## config.mk

```make
export PLATFORM = sky130hd
export DESIGN_NAME = idle_lock_timer_flat
export DESIGN_NICKNAME = d
export VERILOG_FILES = /design/src/hw/rtl/ilt_pkg.sv /design/src/hw/rtl/ilt_if.sv /design/src/hw/rtl/ilt_cfg_regs.sv /design/src/hw/rtl/ilt_next.sv /design/src/hw/rtl/idle_lock_timer.sv /design/src/flat_wrapper.sv
export SDC_FILE = /design/constraint.sdc
export NUM_CORES = 1
export LEC_CHECK = 0
export BUFFER_PORTS_ARGS = -buffer_cell sky130_fd_sc_hd__buf_2
export CAP_MARGIN = 20
export CELL_PAD_IN_SITES_DETAIL_PLACEMENT = 1
export CELL_PAD_IN_SITES_GLOBAL_PLACEMENT = 1
export CORE_UTILIZATION = 48
export CTS_BUF_LIST = sky130_fd_sc_hd__clkbuf_16
export CTS_CLUSTER_DIAMETER = 40
export CTS_CLUSTER_SIZE = 40
export DETAILED_ROUTE_END_ITERATION = 12
export MAX_ROUTING_LAYER = met4
export PLACE_DENSITY_LB_ADDON = 0.1
export REMOVE_ABC_BUFFERS = 1
export SLEW_MARGIN = 20
export SYNTH_ARGS = -nofsm -noshare
export SYNTH_HDL_FRONTEND = slang
export SYNTH_SLANG_ARGS = --single-unit
```

## constraint.sdc

```tcl
create_clock -name clk_i -period 11.5 [get_ports clk_i]
set_clock_uncertainty 0.1 [all_clocks]
set_input_delay 3.45 -clock clk_i [delete_from_list [all_inputs] [get_ports clk_i]]
set_output_delay 3.45 -clock clk_i [all_outputs]
set_load 0.05 [all_outputs]
```

## src/hw/rtl/ilt_pkg.sv

```systemverilog
// ----------------------------------------------------------------------------
// ilt_pkg
// Shared types and constants of the inactivity lock timer.
// ----------------------------------------------------------------------------
package ilt_pkg;

  localparam int unsigned FieldTimeW = 32;
  localparam int unsigned CfgDataW   = 16;

  localparam logic [15:0] TimeoutReset   = 16'd600;
  localparam logic [15:0] JumpLimitReset = 16'd120;
  localparam logic        HonourReset    = 1'b1;
  localparam logic [15:0] PostponeSecs   = 16'd60;

  typedef enum logic [2:0] {
    REQ_TICK        = 3'd0,
    REQ_ACTIVITY    = 3'd1,
    REQ_SET_TRIGGER = 3'd2,
    REQ_POSTPONE    = 3'd3,
    REQ_START       = 3'd4,
    REQ_STOP        = 3'd5
  } req_kind_e;

  typedef enum logic [1:0] {
    CFG_TIMEOUT    = 2'd0,
    CFG_JUMP_LIMIT = 2'd1,
    CFG_DPMS_HONOR = 2'd2
  } cfg_idx_e;

  typedef struct packed {
    logic [2:0]            req_type;
    logic [FieldTimeW-1:0] now_seconds;
    logic [FieldTimeW-1:0] new_trigger;
    logic [1:0]            dpms_mode;
    logic                  dpms_enabled;
    logic                  saver_disabled;
  } req_item_t;

  typedef struct packed {
    logic                  lock_request;
    logic [FieldTimeW-1:0] trigger_time;
  } rsp_item_t;

  typedef struct packed {
    logic [15:0] timeout_seconds;
    logic [15:0] jump_limit_seconds;
    logic        dpms_honour;
  } cfg_t;

endpackage

```

## src/hw/rtl/ilt_if.sv

```systemverilog
// ----------------------------------------------------------------------------
// ilt_if
// Handshake channels of the inactivity lock timer.
// ----------------------------------------------------------------------------
interface ilt_req_if;
  import ilt_pkg::*;
  logic      valid;
  logic      ready;
  req_item_t data;
  modport source (output valid, output data, input ready);
  modport sink (input valid, input data, output ready);
endinterface

interface ilt_rsp_if;
  import ilt_pkg::*;
  logic      valid;
  logic      ready;
  rsp_item_t data;
  modport source (output valid, output data, input ready);
  modport sink (input valid, input data, output ready);
endinterface

interface ilt_cfg_if;
  import ilt_pkg::*;
  logic                valid;
  logic                ready;
  logic [1:0]          index;
  logic [CfgDataW-1:0] data;
  modport source (output valid, output index, output data, input ready);
  modport sink (input valid, input index, input data, output ready);
endinterface

```

## src/hw/rtl/ilt_cfg_regs.sv

```systemverilog
// ----------------------------------------------------------------------------
// ilt_cfg_regs
// Configuration register file: timeout, jump limit, display power honor.
// ----------------------------------------------------------------------------
module ilt_cfg_regs import ilt_pkg::*; (
  input  logic       clk_i,
  input  logic       rst_ni,
  ilt_cfg_if.sink    cfg_i,
  output cfg_t       cfg_o
);

  cfg_t cfg_q, cfg_d;

  assign cfg_i.ready = 1'b1;

  always_comb begin
    cfg_d = cfg_q;
    if (cfg_i.valid) begin
      case (cfg_idx_e'(cfg_i.index))
        CFG_TIMEOUT:    cfg_d.timeout_seconds    = cfg_i.data;
        CFG_JUMP_LIMIT: cfg_d.jump_limit_seconds = cfg_i.data;
        CFG_DPMS_HONOR: cfg_d.dpms_honour        = cfg_i.data[0];
        default:        cfg_d = cfg_q;
      endcase
    end
  end

  always_ff @(posedge clk_i or negedge rst_ni) begin
    if (!rst_ni) begin
      cfg_q.timeout_seconds    <= TimeoutReset;
      cfg_q.jump_limit_seconds <= JumpLimitReset;
      cfg_q.dpms_honour        <= HonourReset;
    end else begin
      cfg_q <= cfg_d;
    end
  end

  assign cfg_o = cfg_q;

endmodule

```

## src/hw/rtl/ilt_next.sv

```systemverilog
// ----------------------------------------------------------------------------
// ilt_next
// Next-state logic: trigger update, jump test, activation and lock decision.
// ----------------------------------------------------------------------------
module ilt_next import ilt_pkg::*; #(
  parameter int unsigned TimeW = 32
) (
  input  req_item_t        req_i,
  input  cfg_t             cfg_i,
  input  logic [TimeW-1:0] trig_i,
  input  logic [TimeW-1:0] last_i,
  input  logic             armed_i,
  output logic [TimeW-1:0] trig_o,
  output logic [TimeW-1:0] last_o,
  output logic             armed_o,
  output logic             lock_o
);

  logic [TimeW-1:0] now_w;
  logic [TimeW-1:0] cand_w;
  logic [TimeW:0]   sum_to;
  logic [TimeW:0]   sum_pp;
  logic [TimeW-1:0] reset_val;
  logic [TimeW-1:0] postpone_val;
  logic             jump_fwd;
  logic             jump_back;
  logic [TimeW-1:0] trig_t;
  logic             act;

  assign now_w  = TimeW'(req_i.now_seconds);
  assign cand_w = TimeW'(req_i.new_trigger);

  assign sum_to       = {1'b0, now_w} + (TimeW+1)'(cfg_i.timeout_seconds);
  assign sum_pp       = {1'b0, now_w} + (TimeW+1)'(PostponeSecs);
  assign reset_val    = sum_to[TimeW] ? '1 : sum_to[TimeW-1:0];
  assign postpone_val = sum_pp[TimeW] ? '1 : sum_pp[TimeW-1:0];

  assign jump_fwd  = (now_w > last_i) &&
                     ((now_w - last_i) > TimeW'(cfg_i.jump_limit_seconds));
  assign jump_back = (last_i > now_w) &&
                     ({1'b0, last_i - now_w} >
                      (TimeW+1)'(cfg_i.jump_limit_seconds) + (TimeW+1)'(1));

  always_comb begin
    trig_o  = trig_i;
    last_o  = last_i;
    armed_o = armed_i;
    lock_o  = 1'b0;
    trig_t  = trig_i;
    act     = 1'b0;
    case (req_kind_e'(req_i.req_type))
      REQ_TICK: begin
        if (jump_fwd || jump_back) trig_t = reset_val;
        last_o = now_w;
        if (now_w >= trig_t) begin
          trig_t = reset_val;
          act    = 1'b1;
        end
        if (req_i.dpms_mode != 2'd0) act = 1'b1;
        if (!req_i.dpms_enabled && cfg_i.dpms_honour) begin
          act    = 1'b0;
          trig_t = reset_val;
        end
        if (req_i.saver_disabled) act = 1'b0;
        trig_o = trig_t;
        lock_o = armed_i && act;
      end
      REQ_ACTIVITY:    trig_o = reset_val;
      REQ_SET_TRIGGER: if (cand_w < trig_i) trig_o = cand_w;
      REQ_POSTPONE:    trig_o = postpone_val;
      REQ_START: begin
        trig_o  = reset_val;
        last_o  = now_w;
        armed_o = 1'b1;
      end
      REQ_STOP:        armed_o = 1'b0;
      default:         trig_o = trig_i;
    endcase
  end

endmodule

```

## src/hw/rtl/idle_lock_timer.sv

```systemverilog
// ----------------------------------------------------------------------------
// idle_lock_timer
// Inactivity lock timer: input register, next-state logic, result register.
// Path: an accepted request is held in the input register, then its result is registered in the result register.
// Throughput: one request per cycle while responses are taken; the state update is a single pass.
// Reset: async active low; state clears, configuration takes its defaults.
// ----------------------------------------------------------------------------
module idle_lock_timer import ilt_pkg::*; #(
  parameter int unsigned TIME_WIDTH = 32
) (
  input  logic      clk_i,
  input  logic      rst_ni,
  ilt_cfg_if.sink   cfg_i,
  ilt_req_if.sink   req_i,
  ilt_rsp_if.source rsp_o
);

  cfg_t                  cfg;
  logic                  in_vld_q;
  req_item_t             in_q;
  logic                  out_vld_q;
  rsp_item_t             out_q;
  logic [TIME_WIDTH-1:0] trig_q, trig_d;
  logic [TIME_WIDTH-1:0] last_q, last_d;
  logic                  armed_q, armed_d;
  logic                  lock_d;
  logic                  adv;

  ilt_cfg_regs u_cfg (
    .clk_i  (clk_i),
    .rst_ni (rst_ni),
    .cfg_i  (cfg_i),
    .cfg_o  (cfg)
  );

  ilt_next #(.TimeW(TIME_WIDTH)) u_next (
    .req_i   (in_q),
    .cfg_i   (cfg),
    .trig_i  (trig_q),
    .last_i  (last_q),
    .armed_i (armed_q),
    .trig_o  (trig_d),
    .last_o  (last_d),
    .armed_o (armed_d),
    .lock_o  (lock_d)
  );

  assign adv         = in_vld_q && (!out_vld_q || rsp_o.ready);
  assign req_i.ready = !in_vld_q || adv;

  always_ff @(posedge clk_i or negedge rst_ni) begin
    if (!rst_ni) begin
      in_vld_q  <= 1'b0;
      out_vld_q <= 1'b0;
      trig_q    <= '0;
      last_q    <= '0;
      armed_q   <= 1'b0;
    end else begin
      if (req_i.ready) in_vld_q <= req_i.valid;
      if (adv) begin
        out_vld_q <= 1'b1;
        trig_q    <= trig_d;
        last_q    <= last_d;
        armed_q   <= armed_d;
      end else if (rsp_o.ready) begin
        out_vld_q <= 1'b0;
      end
    end
  end

  always_ff @(posedge clk_i) begin
    if (req_i.ready && req_i.valid) in_q <= req_i.data;
    if (adv) begin
      out_q.lock_request <= lock_d;
      out_q.trigger_time <= FieldTimeW'(trig_d);
    end
  end

  assign rsp_o.valid = out_vld_q;
  assign rsp_o.data  = out_q;

`ifndef NO_ASSERTIONS
  a_no_stall_when_empty: assert property (@(posedge clk_i) disable iff (!rst_ni)
    in_vld_q && !out_vld_q |-> adv)
    else $error("held request not advanced into empty response stage");

  a_lock_needs_armed: assert property (@(posedge clk_i) disable iff (!rst_ni)
    $past(adv) && out_q.lock_request |-> armed_q)
    else $error("lock raised while disarmed");

  a_lock_only_on_tick: assert property (@(posedge clk_i) disable iff (!rst_ni)
    $past(adv) && ($past(in_q.req_type) != REQ_TICK) |-> !out_q.lock_request)
    else $error("lock raised by a non-tick request");
`endif

endmodule

```

## src/flat_wrapper.sv

```systemverilog
// flat-port wrapper written by rule: the top's interface ports become plain ports
module idle_lock_timer_flat import ilt_pkg::*;
#(
  parameter int unsigned TIME_WIDTH = 32
)
  (clk_i, rst_ni, cfg_i_valid, cfg_i_index, cfg_i_data, cfg_i_ready, req_i_valid, req_i_data, req_i_ready, rsp_o_valid, rsp_o_data, rsp_o_ready);
  ilt_cfg_if cfg_i_i ();
  ilt_req_if req_i_i ();
  ilt_rsp_if rsp_o_i ();
  input  logic clk_i;
  input  logic rst_ni;
  input wire logic [$bits(cfg_i_i.valid)-1:0] cfg_i_valid;
  input wire logic [$bits(cfg_i_i.index)-1:0] cfg_i_index;
  input wire logic [$bits(cfg_i_i.data)-1:0] cfg_i_data;
  output wire logic [$bits(cfg_i_i.ready)-1:0] cfg_i_ready;
  input wire logic [$bits(req_i_i.valid)-1:0] req_i_valid;
  input wire logic [$bits(req_i_i.data)-1:0] req_i_data;
  output wire logic [$bits(req_i_i.ready)-1:0] req_i_ready;
  output wire logic [$bits(rsp_o_i.valid)-1:0] rsp_o_valid;
  output wire logic [$bits(rsp_o_i.data)-1:0] rsp_o_data;
  input wire logic [$bits(rsp_o_i.ready)-1:0] rsp_o_ready;
  assign cfg_i_i.valid = cfg_i_valid;
  assign cfg_i_i.index = cfg_i_index;
  assign cfg_i_i.data = cfg_i_data;
  assign cfg_i_ready = cfg_i_i.ready;
  assign req_i_i.valid = req_i_valid;
  assign req_i_i.data = req_i_data;
  assign req_i_ready = req_i_i.ready;
  assign rsp_o_valid = rsp_o_i.valid;
  assign rsp_o_data = rsp_o_i.data;
  assign rsp_o_i.ready = rsp_o_ready;
  idle_lock_timer #(.TIME_WIDTH(TIME_WIDTH)) u_core (.clk_i(clk_i), .rst_ni(rst_ni), .cfg_i(cfg_i_i), .req_i(req_i_i), .rsp_o(rsp_o_i));
endmodule
```

-- Word level (Yosys, flattened, before mapping)
Cells that the tools add are included.
- bits in registers: 204
- bits in latches: 0
- memory bits (writable): 0
- bits in read-only memories: 0
- input bits: 94
- output and inout port bits: 36
- logic and storage cells: 74
- memories kept: 0
- add/subtract/negate cells: 5
- multiply operators: 0
- divide/modulo/power cells: 0
- $lt $le $gt $ge: 6
- equality and inequality tests: 7
- shifts and indexed selects: 0
- multiplexer cells: 16
- bitwise operators: 0
- reductions and logical operators: 24
- operator list (operator ; number):
    two-way mux 32 bit ; 7
    case mux 32 bit (4 select lines) ; 1
    > comparator 32 bit ; 2
    subtractor 32 bit ; 2
    adder 32 x 16 -> 33 bit ; 1
    adder 32 x 6 -> 33 bit (second input constant) ; 1
    greater-or-equal comparator 32 bit ; 1
    > comparator 32 x 16 -> 1 bit ; 1
    > comparator 32 x 17 -> 1 bit ; 1
    less-than comparator 32 bit ; 1
    adder 16 x 1 -> 17 bit (second input constant) ; 1
    AND reduction 2 bit ; 5
    two-way mux 1 bit ; 7
    == test 3 x 2 -> 1 bit (second input constant) ; 2
    == test 3 bit (second input constant) ; 2
    logical AND 1 bit ; 6
    nonzero test 2 bit ; 3
    OR reduction 2 bit ; 2
    == test 3 x 1 -> 1 bit (second input constant) ; 1
    logical NOT 1 bit ; 3
    logical NOT 3 bit ; 1
    logical OR 1 bit ; 3
    == test 2 x 1 -> 1 bit (second input constant) ; 1
    == test 2 bit (second input constant) ; 1
    2 further kinds ; 2

-- Depth between registers and ports, before layout
- depth in word-level cells: 13
- depth in mapped cells: 39

-- Cells and area by module
From an unflattened synthesis, not the netlist that was laid out.
- cell total of the unflattened synthesis: 1777
- area total of the unflattened synthesis: 16916.2 µm²
- modules (own cells, without submodules) (module ; times used ; cells an instance ; area each (µm²) ; sequential area each (µm²)):
    ilt_next ; 1 ; 1454 ; 9815.7 ; 0.0
    idle_lock_timer ; 1 ; 250 ; 5824.3 ; 4799.6
    ilt_cfg_regs ; 1 ; 73 ; 1276.2 ; 837.1

-- Worst setup path before layout
Ideal clock, no wire load.
- path type: register to register
- from: register u_core.in_q[41] in the netlist's numbering
- to: register u_core.out_q (netlist bit u_core.rsp_o.data[31]), data pin
- setup time: 261 ps
- arrival: 7736 ps
- required time: 11139 ps
- setup slack: 3402 ps
- cell stages (with the launch flop): 36
- path buffers: 4
- cells stage by stage: edfxtp_1 ha_1 buf_2 nand2_1 nor3b_1 o31ai_1 a31oi_2 xor2_1 ha_1 nand4_1 or2_2 o41a_1 a2111oi_0 o2111ai_1 nor4_1 and4_1 nand3_1 or4_1 a21oi_1 buf_2 mux2_2 ha_1 nand2b_1 a21o_1 a21o_1 a21o_1 a211oi_1 nor2_1 o31a_1 nor4b_1 and2_1 buf_2 nand2_2 buf_6 o21ai_0 o2bb2a_1
- cells in the longest elaborated chain, start to end: 10
- elaborated cells between the ends (all ways): 19
- RTL lines (element ; RTL line ; source):
    from (decl) ; idle_lock_timer.sv:20 ; req_item_t in_q;
    from (signal assigned) ; idle_lock_timer.sv:72 ; if (req_i.ready && req_i.valid) in_q <= req_i.data;
    subtractor 32 bit (on tied branches) ; ilt_next.sv:39, ilt_next.sv:41 ;
    > comparator 32 x 16 -> 1 bit or > comparator 32 x 17 -> 1 bit (tied branches) ; ilt_next.sv:39, ilt_next.sv:41 ;
    logical AND 1 bit (on tied branches) ; ilt_next.sv:38, ilt_next.sv:40 ;
    logical OR 1 bit ; ilt_next.sv:53 ; if (jump_fwd || jump_back) trig_t = reset_val;
    two-way mux 32 bit ; ilt_next.sv:53 ;
    two-way mux 32 bit ; ilt_next.sv:51 ; case (req_kind_e'(req_i.req_type))
    greater-or-equal comparator 32 bit ; ilt_next.sv:55 ; if (now_w >= trig_t) begin
    two-way mux 32 bit ; ilt_next.sv:55 ;
    two-way mux 32 bit ; ilt_next.sv:60 ; if (!req_i.dpms_enabled && cfg_i.dpms_honour) begin
    case mux 32 bit (4 select lines) * ; ilt_next.sv:51 ;
    named net u_core.trig_d[31] ; idle_lock_timer.sv:23 ; logic [TIME_WIDTH-1:0] trig_q, trig_d;
    to (decl) ; idle_lock_timer.sv:22 ; rsp_item_t out_q;
Mark *: on every way through the listed nets, which the timed path passes. The rest lies on a longest branch. The select of a mux whose other input is x is not followed.
A chain may end at the register's enable or synchronous reset.

-- Worst setup path in the final report
- from: register u_core.in_q[42] in the netlist's numbering
- to: register u_core.out_q (netlist bit u_core.rsp_o.data[29]), data pin
The elaborated chain is that of the path after synthesis.

==> flow_metrics.py <==
metrics = {
    "min_path": {
        "min_path_cells": 2,
        "hold_path.class": "register to register",
        "min_from": "u_core.armed_q$_DFFE_PN0P_",
    },
    "logic_synthesis": {
        "yosys.area.top_type": "edfxtp_1",
        "ys_ff_latch": 204,
        "synth_area_leaders": "edfxtp_1 (18%), dfrtp_1 (13%), ha_1 (13%)",
        "synth_ff_type": "edfxtp_1",
        "yosysWarnings": 0,
        "synth-seq-area-share": 0.3260,
        "synth_top_cell_area_share": 0.1806,
        "avgSynthCellArea_um2": 8.879,
        "synthDistinctLibCells": 92,
        "async_flop_share": 0.4902,
        "synth_edf_count": 104,
        "postSynthCellCount": 1947,
        "synth_area_um2": 17290,
    },
    "drt": {
        "vias_per_cell": 6.419,
        "route.detailed.drc": 0,
        "drtAntennaViolNets": 0,
        "drt_iter0_drc": 1417,
        "vias": 16270,
        "drt-wirelength-per-cell_um": 25.68,
        "drt-pass1-iter-count": 5,
        "wl_um": 65100,
    },
    "critical_path": {
        "slowest_delay_ps": 640,
        "cp_max_fo": 45,
        "timing.critical_path.slowest_stage_cell": "nand2_1",
        "worstPathRequired_ps": 11690,
        "path_class": "register to register",
        "worst-r2r-cell-count": 32,
        "regToRegStartpoint": "u_core.in_q[42]$_DFFE_PP_",
        "critPathLaunchType": "register",
        "r2r_end": "u_core.rsp_o.data[29]$_DFFE_PP_",
        "crit_end": "u_core.rsp_o.data[29]$_DFFE_PP_",
        "cp-end-kind": "register",
        "rrSetupSlack_ps": 1470,
        "crit_start": "u_core.in_q[42]$_DFFE_PP_",
        "worstPathArrival_ps": 10210,
    },
    "clocking": {
        "cts_resized": 0,
        "cts_sinks": 204,
        "insertion_delay_ps": 560,
        "h-tree-depth": 2,
        "postCtsSetupBuffers": 0,
        "cts_tree": "done",
        "root_buffer": "clkbuf_16",
        "cts.clk_slew.worst_paths_ps": 50,
        "cts_buffers": 40,
        "postCtsHoldBufs": 0,
        "cts_buffer_depth": 3,
    },
    "floorplan": {
        "die_h_um": 191.8,
        "ios": 130,
        "rows": 69,
        "dieArea_um2": 36780,
        "core_um2": 35480,
        "die_w_um": 191.8,
        "initial_core_util": 0.4872,
    },
    "placement": {
        "hpwl_um": 49750,
        "numPortBuffers": 128,
        "routabilityCongestion": 0.9875,
    },
    "sta": {
        "tns_ps": 0,
        "worst_pin_slew_ps": 1115,
        "finalCriticalPeriod_ps": 10030,
        "finalSetupViolations": 0,
        "holdWs_ps": 396.9,
        "rsz0062_at_grt": "no",
        "slew_violations": 0,
        "hold_violations": 0,
        "max_freq_mhz": 99.75,
        "max_slew_margin": 0.2569,
        "fin_crit_sh": 0.8718,
    },
    "outcome": {
        "status": "complete, no violations",
    },
    "flow_run": {
        "cap_violations": 0,
    },
    "global_route": {
        "grt_pass1_wl_um": 99770,
        "grt_antenna_before_repair": 1,
        "grt_pass1_vias": 16880,
        "grt_max_degree": 72,
        "overflow": 0,
        "grt.total_usage": 0.3678,
    },
    "pwr": {
        "totalPowerFinal_uw": 4335,
        "max-vdd-ir-drop_mv": 0.1995,
        "power_density_nw_per_um2": 220.0,
        "leakagePower_uw": 0.008456,
    },
    "layout": {
        "mostFrequentLayoutCells": "ha_1 (178), nand2_1 (175), a21oi_1 (151), o21ai_0 (149), inv_1 (145)",
        "mostFrequentLayoutCell": "ha_1",
        "drive_gt1_frac": 0.1420,
        "nets": 2316,
        "area_growth_pct": 13.98,
        "fill_cells": 4130,
    },
}
power by group:
| group | internal, µW | switching, µW |
|---|---|---|
| combinational | 721 | 1290 |
| sequential | 914 | 130 |
| clock | 831 | 447 |
| total | 2470 | 1870 |
Yosys cell counts, types with 8 or more instances:
master / n
a211o_1: 8
maj3_1: 19
nor4_1: 17
a211oi_1: 20
nand2_1: 175
or2_2: 10
a221o_1: 12
buf_2: 15
dfrtp_1: 91
mux2i_1: 34
and3_1: 17
dfstp_2: 9
o21ai_0: 149
a21oi_1: 153
xnor2_1: 72
ha_1: 178
nor2b_1: 11
xor2_1: 26
o31a_1: 16
nor2_1: 87
a2111oi_0: 10
nand4_1: 44
o31ai_1: 9
o21bai_1: 15
nor3_1: 51
edfxtp_1: 104
o211ai_1: 10
a22oi_1: 36
nand2b_1: 11
mux2_2: 38
o21a_1: 26
inv_1: 142
clkbuf_1: 62
a21o_1: 50
a31oi_1: 20
o22ai_1: 23
nand3_1: 44
registers in the layout, summed over array words and instances, names as in the netlist:
register            cells
u_core.in_q            71
u_core.rsp_o.data      33
u_core.u_cfg.cfg_o     33
u_core.last_q          32
u_core.trig_q          32
u_core.armed_q          1
u_core.in_vld_q         1
u_core.rsp_o.valid      1
worst max-delay path: cells and delay by family, from the launching register on:
family / cells / cell delay (ps)
AOI/OAI and AO/OA: 14 / 3260
xor gates and xnor gates: 1 / 140
adders and majority gates: 3 / 1180
buffers and inverters: 1 / 510
DFF: 1 / 490
muxes: 1 / 270
and+or+nand+nor: 12 / 3780
metrics by stage:
step / instances / area [µm²] / setup WS (ps) / util
after floorplan: 1856 / 16890 / 784.5 / -
after global placement: 2460 / 18260 / 2022 / 0.5145
after detailed placement: 2460 / 18260 / 1713 / 0.5145
after CTS: 2532 / 19690 / 1633 / 0.5549
after global routing: 2533 / 19700 / 927.6 / 0.5552
final: 2535 / 19700 / 1475 / 0.5553
cell type report:
type | count | area (µm²) | share of cell area
flip-flops and latches | 204 | 5637 | 0.2861
multi-input cells | 1508 | 10760 | 0.5458
repair buffers | 143 | 755.7 | 0.03835
clock buffers | 42 | 1051 | 0.05334
diodes | 3 | 7.507 | 0.0003810
clock inverters | 30 | 380.4 | 0.01930
well taps | 461 | 576.8 | 0.02927
inverters | 144 | 540.5 | 0.02743
per-layer routing:
metal,track usage,wire [µm]
met5,-,0
met1,0.4757,28830
met2,0.5896,30710
met4,0.1221,1901
met3,0.05226,3654
worst min-delay path by stage:
stage / to / slack [ps]
after floorplan: u_core.armed_q$_DFFE_PN0P_ / 350
after global placement: u_core.armed_q$_DFFE_PN0P_ / 360
after detailed placement: u_core.armed_q$_DFFE_PN0P_ / 380
after CTS: u_core.armed_q$_DFFE_PN0P_ / 390
after global routing: u_core.u_cfg.cfg_o[17]$_DFFE_PN0P_ / 420
final: u_core.armed_q$_DFFE_PN0P_ / 400
kinds of logic (layout without fill, tap and decap cells):
family	Yosys count	in the layout	share of synthesized area
buffers and inverters	235	359	0.05428
flip-flops	204	204	0.3260
adder cells (fa/ha/maj)	200	200	0.1433
XOR/XNOR	98	98	0.04965
multiplexers	72	72	0.04444
AO/OA/AOI/OAI	630	630	0.2392
AND/OR/NAND/NOR	507	507	0.1429
other	1	4	0.0002169
(Power assumes the default switching activity.)
